File: src/rtl/aat_pkg.sv
// ----------------------------------------------------------------------------
// aat_pkg: shared types and constants of the box transform unit
// widths, payload structs, register indexes and pipeline control
// ----------------------------------------------------------------------------
package aat_pkg;

  localparam int Axes      = 3;
  localparam int CoordW    = 32;
  localparam int EntryW    = 16;
  localparam int MatW      = 32;
  localparam int AccW      = 64;
  localparam int FracShift = 22;
  localparam int RotW      = 48;
  localparam int CfgIdxW   = 8;
  localparam int CfgDataW  = 48;

  typedef logic signed [CoordW-1:0] coord_t;
  typedef logic signed [EntryW-1:0] entry_t;
  typedef logic signed [MatW-1:0]   mat_t;
  typedef logic signed [AccW-1:0]   acc_t;

  typedef enum logic [CfgIdxW-1:0] {
    CFG_ROT_COL0     = 8'd0,
    CFG_ROT_COL1     = 8'd1,
    CFG_ROT_COL2     = 8'd2,
    CFG_SCALE_PACKED = 8'd3,
    CFG_OFFSET_X     = 8'd4,
    CFG_OFFSET_Y     = 8'd5,
    CFG_OFFSET_Z     = 8'd6
  } cfg_idx_e;

  localparam logic [RotW-1:0] RotCol0Rst = 48'h0000_0000_4000;
  localparam logic [RotW-1:0] RotCol1Rst = 48'h0000_4000_0000;
  localparam logic [RotW-1:0] RotCol2Rst = 48'h4000_0000_0000;
  localparam logic [RotW-1:0] ScaleRst   = 48'h0100_0100_0100;

  typedef struct packed {
    coord_t box_min_x;
    coord_t box_min_y;
    coord_t box_min_z;
    coord_t box_max_x;
    coord_t box_max_y;
    coord_t box_max_z;
  } box_t;

  typedef struct packed {
    coord_t new_min_x;
    coord_t new_min_y;
    coord_t new_min_z;
    coord_t new_max_x;
    coord_t new_max_y;
    coord_t new_max_z;
  } res_t;

  // load enables of the lane stages
  typedef struct packed {
    logic en_mul;
    logic en_sel;
    logic en_part;
    logic en_sum;
  } pipe_ctrl_t;

endpackage

File: src/rtl/aat_merge.sv
// ----------------------------------------------------------------------------
// aat_merge: result assembly
// rounds and saturates the lane sums and holds the output box
// ----------------------------------------------------------------------------
module aat_merge import aat_pkg::*; (
  input  logic clk_i,
  input  logic en_i,
  input  acc_t sum_lo_i [Axes],
  input  acc_t sum_hi_i [Axes],
  output res_t res_o
);

  localparam int NarrowW = AccW - FracShift;

  res_t res_d, res_q;

  // round half up, then clamp to the q16.16 range
  function automatic coord_t round_sat(input acc_t a);
    acc_t                      x;
    logic signed [NarrowW-1:0] q;
    x = a + (acc_t'(1) <<< (FracShift - 1));
    q = x[AccW-1:FracShift];
    if ((&q[NarrowW-1:CoordW-1]) || !(|q[NarrowW-1:CoordW-1])) begin
      return q[CoordW-1:0];
    end else if (q[NarrowW-1]) begin
      return {1'b1, {(CoordW-1){1'b0}}};
    end else begin
      return {1'b0, {(CoordW-1){1'b1}}};
    end
  endfunction

  always_comb begin
    res_d.new_min_x = round_sat(sum_lo_i[0]);
    res_d.new_min_y = round_sat(sum_lo_i[1]);
    res_d.new_min_z = round_sat(sum_lo_i[2]);
    res_d.new_max_x = round_sat(sum_hi_i[0]);
    res_d.new_max_y = round_sat(sum_hi_i[1]);
    res_d.new_max_z = round_sat(sum_hi_i[2]);
  end

  always_ff @(posedge clk_i) begin
    if (en_i) begin
      res_q <= res_d;
    end
  end

  assign res_o = res_q;

endmodule

File: config.mk
export PLATFORM = sky130hd
export DESIGN_NAME = aat_merge
export DESIGN_NICKNAME = d
export VERILOG_FILES = /design/src/rtl/aat_pkg.sv /design/src/rtl/aat_merge.sv
export SDC_FILE = /design/constraint.sdc
export NUM_CORES = 1
export LEC_CHECK = 0
export ABC_AREA = 1
export ABC_CLOCK_PERIOD_IN_PS = 2300
export BUFFER_PORTS_ARGS = -buffer_cell sky130_fd_sc_hd__buf_2
export CAP_MARGIN = 20
export CORE_AREA = 4 4 220 222
export CTS_CLUSTER_SIZE = 8
export DETAILED_ROUTE_END_ITERATION = 8
export DIE_AREA = 0 0 224 226
export SYNTH_ARGS = -nofsm -noshare
export SYNTH_HDL_FRONTEND = slang
export SYNTH_SLANG_ARGS = --single-unit
File: constraint.sdc
create_clock -name clk_i -period 2.3 [get_ports clk_i]
set_input_delay 0.69 -clock clk_i [delete_from_list [all_inputs] [get_ports clk_i]]
set_output_delay 0.69 -clock clk_i [all_outputs]
set_load 0.1 [all_outputs]
* Word level (Yosys, flattened, before mapping)
Index checks and enable logic that the tools add are counted.
** Operators by class
- Reduce and logical (&&, ||, !) cells :: 24
- Add/sub/neg operators :: 6
- Multiplexer cells :: 12
** Operators by type and width (number)
- $add 64x23->64 const B :: 6
- $mux 32 :: 12
- $reduce_and 11->1 :: 6
- $reduce_or 11->1 :: 6
- $logic_not 1->1 :: 6
- $logic_or 1x1->1 :: 6
** Word-level totals
- Logic and storage cells :: 48
- Input bits :: 386
- Register bits :: 192

* Depth between registers and ports, before layout
Gate-level depths: netlist of run 1.
- Depth in word-level cells :: 5
- Mapped depth :: 17
- Mapped depth without buffers :: 16

* Least setup slack after synthesis of run 1
OpenSTA, ideal clock, no wires.
- Kind :: in2reg
- Start point :: input port sum_lo_i[85] in the netlist's numbering
- End point :: register res_q, in the netlist res_o[129], data pin
- Arrival :: 2165 ps
- Stages :: 13
- Data required time :: 2047 ps
- Path slack :: -119 ps
- Path buffers :: 1
- Library setup time :: 253 ps
- Path through :: ha_1 > nand2_1 > nor2_1 > nand2_1 > nor3_4 > nand3_1 > nand2_1 > nand2_1 > nor2_1 > nand3_1 > nand3_2 > buf_4 > nand2_1
** RTL lines
- start: declaration :: RTL line aat_merge.sv:8 : input acc_t sum_lo_i [Axes],
- end signal: assignment :: RTL line aat_merge.sv:43 : res_q <= res_d;
- end: declaration :: RTL line aat_merge.sv:15 : res_t res_d, res_q;

==> tab_implementation.tex, run 1 <==
\begin{tabular}{lr}
\hline
Metric & Value \\
\hline
\multicolumn{2}{l}{\textbf{Synth}} \\
\quad Syn\_nets & 2664 \\
\quad Syn Inst Count & 2272 \\
\quad Synthesized flop and latch total & about 190 \\
\quad Number of distinct library cell variants in the gate-level netlist after synthesis & 25 \\
\quad Biggest area consumer among synthesized cells & sky130\_fd\_sc\_hd\_\_edfxtp\_1 \\
\quad Share of the synthesized area in the top cell type & around 38\% \\
\quad Mapped cell area & 15400 µm² \\
\quad Sequential-to-total area share from yosys stat & 37.5\% \\
\quad Count of flip-flops with a built-in enable after synthesis & 192 \\
\quad Async S/R FF share, synth & 0\% \\
\quad Primary flip-flop cell chosen by synthesis mapping & sky130\_fd\_sc\_hd\_\_edfxtp\_1 \\
\quad Warnings from Yosys & 0 \\
\quad Syn Area/Cell & just under 7 µm² \\
\quad Top post-synthesis cells by area & sky130\_fd\_sc\_hd\_\_edfxtp\_1, sky130\_fd\_sc\_hd\_\_nand2\_1, sky130\_fd\_sc\_hd\_\_nor2\_1, sky130\_fd\_sc\_hd\_\_xnor2\_1, sky130\_fd\_sc\_hd\_\_xor2\_1 \\
\multicolumn{2}{l}{\textbf{Route}} \\
\quad Number of design rule violations left after detail routing & 0 \\
\quad Number of optimization iterations in the first detailed-route pass & 6 \\
\quad Initial drt markers & roughly 1000 \\
\quad Total Routed Length & roughly 60000 µm \\
\quad Via count & 18104 \\
\quad Post-route antenna net violation count & 0 \\
\quad Routed wire per std cell & 15.4 µm \\
\quad Average via count per standard cell & 4.67 \\
\multicolumn{2}{l}{\textbf{Layout}} \\
\quad Flip-flop and latch area & between 5000 and 6000 µm² \\
\quad Most common cell after layout, fill and taps aside & sky130\_fd\_sc\_hd\_\_nand2\_1 \\
\quad Footprint of the multi-input gates & a little over 9000 µm² \\
\quad Fill cell instance count of the final layout & 4641 \\
\quad Core Util, Final & roughly half \\
\quad Max reg flops & approximately 190 \\
\quad Share of final-layout standard cells stronger than drive strength 1 & a little over a third \\
\quad Area growth from synthesis to final layout & 53.5\% \\
\quad Commonest non-fill, non-tap cells in the layout & sky130\_fd\_sc\_hd\_\_nand2\_1, sky130\_fd\_sc\_hd\_\_buf\_4, sky130\_fd\_sc\_hd\_\_buf\_2 \\
\quad Nets & $\sim$3600 \\
\multicolumn{2}{l}{\textbf{Power}} \\
\quad Internal portion of total power & 6.71 mW \\
\quad Leakage & approximately 11 nW \\
\quad IR Drop Worst-Case VDD & approximately 460 µV \\
\quad Power spent charging and discharging nets & around 4.7 mW \\
\quad Power share of the clock group & between 20\% and 30\% \\
\quad Power consumption & about 11 mW \\
\quad Sequential power share & about 37\% \\
\quad Switching part of the total & 40.9\% \\
\quad Pwr per Cell Area & between 400 and 500 nW/µm² \\
\quad Part of the power in combinational logic & a little over a third \\
\multicolumn{2}{l}{\textbf{Clock network}} \\
\quad Clock buffers created by TritonCTS & 17 \\
\quad Longest Clk Path Bufs & 2 \\
\quad Clock slew seen by the registers of the worst setup and hold paths & approximately 70 ps \\
\quad Count of hold buffers inserted by post-cts repair & 0 \\
\quad Sinks on the clock net & around 190 \\
\quad Cell chosen for the clock root & sky130\_fd\_sc\_hd\_\_clkbuf\_16 \\
\quad Clock tree from TritonCTS & yes \\
\quad H-tree Lvls & 4 \\
\multicolumn{2}{l}{\textbf{STA}} \\
\quad Time the final worst path needs with I/O delays and setup & 2230 ps \\
\quad Transition time at the pin with the least slew margin & 597 ps \\
\quad Portion of the clock cycle consumed by the worst path in the final layout & between 90\% and 100\% \\
\quad Total of endpoints with negative setup slack in the final report & 0 \\
\quad Worst slew margin & about three fifths \\
\quad Setup repair after global routing missed its margin & yes \\
\quad Achievable frequency & 449 MHz \\
\quad Final Slew Violations & 0 \\
\quad Final Hold Vio Count & 0 \\
\multicolumn{2}{l}{\textbf{GRT}} \\
\quad Global-route wire length before repair & around 91000 µm \\
\quad Largest net degree at the start of global routing & 47 \\
\quad Total overflow reported by the global router & 0 \\
\quad Number of antenna violations at the first check in global routing & 12 \\
\quad Number of global-route vias before repair & between 15000 and 20000 \\
\quad Total GRT Usage & between 20\% and 30\% \\
\multicolumn{2}{l}{\textbf{Hold path}} \\
\quad Worst min-delay path category & input port to register \\
\multicolumn{2}{l}{\textbf{Worst setup path}} \\
\quad Cells traversed along the worst timing path & buf\_2, nand2\_1, nor2\_1, nand2\_1, inv\_2, nand2\_2, nor2\_4, nand3b\_1, nand2\_1, nand2\_1, nor2\_1, nand3\_1, nand3\_2, buf\_12, nand2\_1 \\
\quad Signal arrival time at the worst endpoint & approximately 2500 ps \\
\quad Category of the most critical setup path & input port to register \\
\quad Buffers plus inverters on the worst setup path & 3 \\
\quad Cell family with the largest share of critical-path delay & simple AND/OR/NAND/NOR gates \\
\quad Maximum net fanout on the critical path & 20 \\
\quad Req. time, crit path & approximately 2500 ps \\
\quad Slowest cell on crit path & sky130\_fd\_sc\_hd\_\_nor2\_1 \\
\quad Most frequent cell on the critical path & sky130\_fd\_sc\_hd\_\_nand2\_1 \\
\quad Endpoint kind of the worst setup timing path & register \\
\quad Critical path startpoint category & input port \\
\quad Critical path's largest stage delay & between 150 and 200 ps \\
\multicolumn{2}{l}{\textbf{Floorplan}} \\
\quad Number of top-level pins & 578 \\
\quad Standard cell core area & 46400 µm² \\
\quad Starting density of the core & roughly a third \\
\quad Std-Cell Rows & 79 \\
\quad Horizontal die dimension & around 220 µm \\
\quad Die Span Y & roughly 230 µm \\
\quad Die area & between 50000 and 60000 µm² \\
\multicolumn{2}{l}{\textbf{Outcome}} \\
\quad Run status & finished, final reports clean \\
\multicolumn{2}{l}{\textbf{Placement}} \\
\quad Buffers added on ports & 451 \\
\quad Final Wtd Congestion & 0.971 \\
\quad Detailed placement HPWL & 49700 µm \\
\multicolumn{2}{l}{\textbf{Job}} \\
\quad Number of max-cap violations & 0 \\
\hline
\end{tabular}
## Yosys cell counts, types with 7 or more instances
cell / count
sky130_fd_sc_hd__buf_4: 21
sky130_fd_sc_hd__buf_6: 12
sky130_fd_sc_hd__edfxtp_1: 192
sky130_fd_sc_hd__inv_1: 132
sky130_fd_sc_hd__inv_2: 11
sky130_fd_sc_hd__nand2_1: 1028
sky130_fd_sc_hd__nand2_2: 12
sky130_fd_sc_hd__nand3_1: 138
sky130_fd_sc_hd__nand3_2: 11
sky130_fd_sc_hd__nand3b_1: 15
sky130_fd_sc_hd__nand4_1: 49
sky130_fd_sc_hd__nor2_1: 389
sky130_fd_sc_hd__nor2_2: 29
sky130_fd_sc_hd__nor2_4: 7
sky130_fd_sc_hd__nor3_1: 25
sky130_fd_sc_hd__xnor2_1: 91
sky130_fd_sc_hd__xor2_1: 91
## path summary, 6_finish.rpt
path | from | endpoint | slack (ps) | depth (start not counted)
worst max-delay path | sum_lo_i[153] | res_o[165] | 70 | 15
worst min-delay path | sum_hi_i[99] | res_o[45] | 620 | 4
## logic make-up after synthesis
kind of cell	Yosys count	share of synthesized area, %
and+or+nand+nor	1709	46.0
DFF	192	37.5
adders and majority gates	6	0.489
xor gates and xnor gates	182	10.4
AOI/OAI and AO/OA	4	0.130
buffers and inverters	179	5.50
## power groups by stage
stage | registers [mW] | clock network [mW] | logic (mW)
finish | 4.23 | 3.01 | 4.11
global route | 4.26 | 3.29 | 4.32
CTS | 4.24 | 3.14 | 4.07
detailed placement | 4.31 | 0 | 4.06
global placement | 4.31 | 0 | 4.05
floorplan | 6.30 | 0 | 0.661
## layer usage
| layer | wire length [µm] | share of wire (%) | vias up | GRT usage [%] |
|---|---|---|---|---|
| met2 | 28600 | 48 | 510 | 38.8 |
| met3 | 3680 | 6.2 | 71 | 4.84 |
| met4 | 1060 | 1.8 | 10 | 5.43 |
| met1 | 26400 | 44 | 8323 | 28.9 |
| met5 | 51 | 0.085 | - | 0 |
| li1 | - | - | 9190 | - |
## repair_timing
item / 4_1_cts / 5_1_grt
setup buffers: 0 / 9
endpoints found under the setup margin: 0 / 186
resized for setup: 0 / 65
## final cells by class
type	count	area share [%]
Antenna cell	6	0.0637
Multi-Input combinational cell	1901	39.1
Clock buffer	18	1.82
Clock inverter	14	0.621
Timing Repair Buffer	998	28.4
Sequential cell	192	24.4
Inverter	143	2.28
Tap cell	607	3.22
## metrics by stage
step	setup TNS, ps	area, µm²	instances	setup slack (ps)	hold WS, ps
6_report	0	23600	3879	72.2	619
5_1_grt	-176	23600	3876	-24.7	610
4_1_cts	0	23200	3860	91.2	572
3_5_place_dp	-75130	22600	3828	-448	1120
3_3_place_gp	-70170	22600	3828	-431	1110
2_1_floorplan	-689	15700	2272	-23.4	802
(Power assumes the default switching activity.)
==> run 2, diff against run 1 <==
--- a/config.mk
+++ b/config.mk
@@ -6,7 +6,7 @@
 export NUM_CORES = 1
 export LEC_CHECK = 0
 export ABC_AREA = 1
-export ABC_CLOCK_PERIOD_IN_PS = 2300
+export ABC_CLOCK_PERIOD_IN_PS = 2350
 export BUFFER_PORTS_ARGS = -buffer_cell sky130_fd_sc_hd__buf_2
 export CAP_MARGIN = 20
 export CORE_AREA = 4 4 220 222
==> constraint.sdc (replaced) <==
create_clock -name clk_i -period 2.35 [get_ports clk_i]
set_input_delay 0.705 -clock clk_i [delete_from_list [all_inputs] [get_ports clk_i]]
set_output_delay 0.705 -clock clk_i [all_outputs]
set_load 0.1 [all_outputs]
==> run 2 against run 1 <==
Effect of this change: die area is the same; sequential share of layout area up 0.11 points; critical endpoint is now res_o[53]; worst hold slack got worse by 17 ps; clock-buffer cell count decreased by 1; routed wire length increased by 0.76%; highest routed layer unchanged.
==> tab_implementation.tex, run 2 (synthesis gave the netlist of run 1 again) <==
\begin{tabular}{lr}
\hline
Metric & Value \\
\hline
\multicolumn{2}{l}{\textbf{Outcome}} \\
\quad Run status & finished, final reports clean \\
\multicolumn{2}{l}{\textbf{Worst setup path}} \\
\quad Endpoint kind of the worst setup timing path & register \\
\quad Req. time, crit path & approximately 2600 ps \\
\quad Maximum net fanout on the critical path & 16 \\
\quad Signal arrival time at the worst endpoint & between 2000 and 3000 ps \\
\quad Cell family with the largest share of critical-path delay & simple AND/OR/NAND/NOR gates \\
\quad Category of the most critical setup path & input port to register \\
\quad Cells traversed along the worst timing path & buf\_2, nand2\_1, nor2\_1, buf\_4, nand2\_1, nor2\_1, nand4\_1, nand2\_1, nand2\_1, nor2\_1, nand3\_2, nand3\_4, buf\_12, nand2\_1 \\
\quad Critical Path Start & sum\_hi\_i[94] \\
\quad Buffers plus inverters on the worst setup path & 3 \\
\quad Critical path startpoint category & input port \\
\quad Critical path's largest stage delay & 240 ps \\
\quad Most frequent cell on the critical path & sky130\_fd\_sc\_hd\_\_nand2\_1 \\
\quad Slowest cell on crit path & sky130\_fd\_sc\_hd\_\_nor2\_1 \\
\multicolumn{2}{l}{\textbf{STA}} \\
\quad Worst slew margin & around three fifths \\
\quad Portion of the clock cycle consumed by the worst path in the final layout & between 90\% and 100\% \\
\quad Worst Hold Slack & approximately 600 ps \\
\quad Time the final worst path needs with I/O delays and setup & approximately 2300 ps \\
\quad Final Hold Vio Count & 0 \\
\quad Achievable frequency & around 440 MHz \\
\quad Total of endpoints with negative setup slack in the final report & 0 \\
\quad Transition time at the pin with the least slew margin & between 600 and 700 ps \\
\quad Final worst slack & between 90 and 100 ps \\
\quad Setup repair after global routing missed its margin & yes \\
\quad Final Slew Violations & 0 \\
\multicolumn{2}{l}{\textbf{Route}} \\
\quad Number of optimization iterations in the first detailed-route pass & 5 \\
\quad Initial drt markers & 1068 \\
\quad Post-route antenna net violation count & 0 \\
\quad Total Routed Length & about 60000 µm \\
\quad Number of design rule violations left after detail routing & 0 \\
\quad Via count & about 18000 \\
\quad Average via count per standard cell & approximately 4.7 \\
\quad Routed wire per std cell & 15.5 µm \\
\multicolumn{2}{l}{\textbf{Floorplan}} \\
\quad Number of top-level pins & slightly below 600 \\
\quad Starting density of the core & between 30\% and 40\% \\
\quad Die Span Y & between 200 and 250 µm \\
\quad Horizontal die dimension & between 200 and 250 µm \\
\quad Std-Cell Rows & just under 80 \\
\quad Standard cell core area & $\sim$46000 µm² \\
\quad Die area & roughly 51000 µm² \\
\multicolumn{2}{l}{\textbf{Layout}} \\
\quad Share of final-layout standard cells stronger than drive strength 1 & 35.8\% \\
\quad Max reg flops & 192 \\
\quad Commonest non-fill, non-tap cells in the layout & sky130\_fd\_sc\_hd\_\_nand2\_1, sky130\_fd\_sc\_hd\_\_buf\_4, sky130\_fd\_sc\_hd\_\_buf\_2 \\
\quad Most common cell after layout, fill and taps aside & sky130\_fd\_sc\_hd\_\_nand2\_1 \\
\quad Area growth from synthesis to final layout & 52.8\% \\
\quad Nets & 3665 \\
\quad Area of all placed cells without fillers & $\sim$23000 µm² \\
\quad Count of placed standard cells in the final layout, fillers left out & a little under 4000 \\
\multicolumn{2}{l}{\textbf{Placement}} \\
\quad Total placed cells including tap cells & approximately 3900 \\
\quad Total placed instance area & 22600 µm² \\
\quad Final Wtd Congestion & between 0.9 and 1 \\
\quad Buffers added on ports & about 450 \\
\quad Detailed placement HPWL & approximately 50000 µm \\
\quad Pre-CTS WS & -516 ps \\
\multicolumn{2}{l}{\textbf{GRT}} \\
\quad Total GRT Usage & 22.8\% \\
\quad M3 GR Usage & approximately 4.4\% \\
\quad Number of global-route vias before repair & 17885 \\
\quad Number of antenna violations at the first check in global routing & 4 \\
\quad GR Layer Usage met2 & approximately 40\% \\
\quad Global-route wire length before repair & just over 90000 µm \\
\quad Total overflow reported by the global router & 0 \\
\quad Largest net degree at the start of global routing & between 70 and 80 \\
\quad Met1 routing resource usage after global routing & around 27\% \\
\quad Busiest layer in global routing & met2 \\
\multicolumn{2}{l}{\textbf{Clock network}} \\
\quad Clock buffers created by TritonCTS & 17 \\
\quad Clock tree from TritonCTS & yes \\
\quad Longest Clk Path Bufs & 2 \\
\quad Count of hold buffers inserted by post-cts repair & 0 \\
\quad Cell chosen for the clock root & sky130\_fd\_sc\_hd\_\_clkbuf\_16 \\
\quad Sinks on the clock net & $\sim$190 \\
\quad H-tree Lvls & 4 \\
\quad Clock slew seen by the registers of the worst setup and hold paths & roughly 80 ps \\
\multicolumn{2}{l}{\textbf{Hold path}} \\
\quad Origin of the worst min-delay path & en\_i \\
\quad Worst min-delay path category & input port to register \\
\multicolumn{2}{l}{\textbf{Power}} \\
\quad Power consumption & around 11 mW \\
\quad IR Drop Worst-Case VDD & between 400 and 500 µV \\
\quad Pwr per Cell Area & between 400 and 500 nW/µm² \\
\quad Leakage & between 10 and 15 nW \\
\multicolumn{2}{l}{\textbf{Job}} \\
\quad Number of max-cap violations & 0 \\
\hline
\end{tabular}
-- run 2: cell count changes in the layout (fill, tap and decap cells not counted), sizes merged --
cell      previous run  this run
buf                993      1015
clkbuf              23        20
clkinvlp             0         2
diode                6         4
inv                150       149
-- run 2: final timing paths --
kind,cells after the start,endpoint,slack (ps)
hold / removal,1,res_o[189],600
setup / recovery,14,res_o[53],100
-- run 2: what timing repair did --
action                     in CTS  in global routing
buffers inserted                0                  6
gates resized for setup         0                 49
setup endpoints to repair       0                172
-- run 2: area by class of cell --
type                            count  area, µm²
Antenna cell                        4       10.0
Clock buffer                       17        425
Clock inverter                     15        134
Fill cell                        4649      22900
Inverter                          143        537
Multi-Input combinational cell   1901       9070
Sequential cell                   192       5770
Tap cell                          607        759
Timing Repair Buffer             1018       6770
-- run 2: metal layers --
metal  share of wire, %  up-vias
met3                5.7       94
met1                 41     8441
met4                3.1        2
met2                 50      519
met5              0.022        -
li1                   -     9238
-- run 2: metrics by stage --
stage | setup TNS [ps] | util [%]
after floorplan | 0 | -
after global placement | -66950 | 48.8
after detailed placement | -74770 | 48.8
after CTS | 0 | 50.0
after global routing | -498 | 50.6
final | 0 | 50.6
-- run 2: where the power goes --
group	switching, mW	internal, mW	leakage (nW)
Combinational	3.00	1.02	8.98
Sequential	0.0865	4.07	1.88
Clock	1.46	1.47	0.273
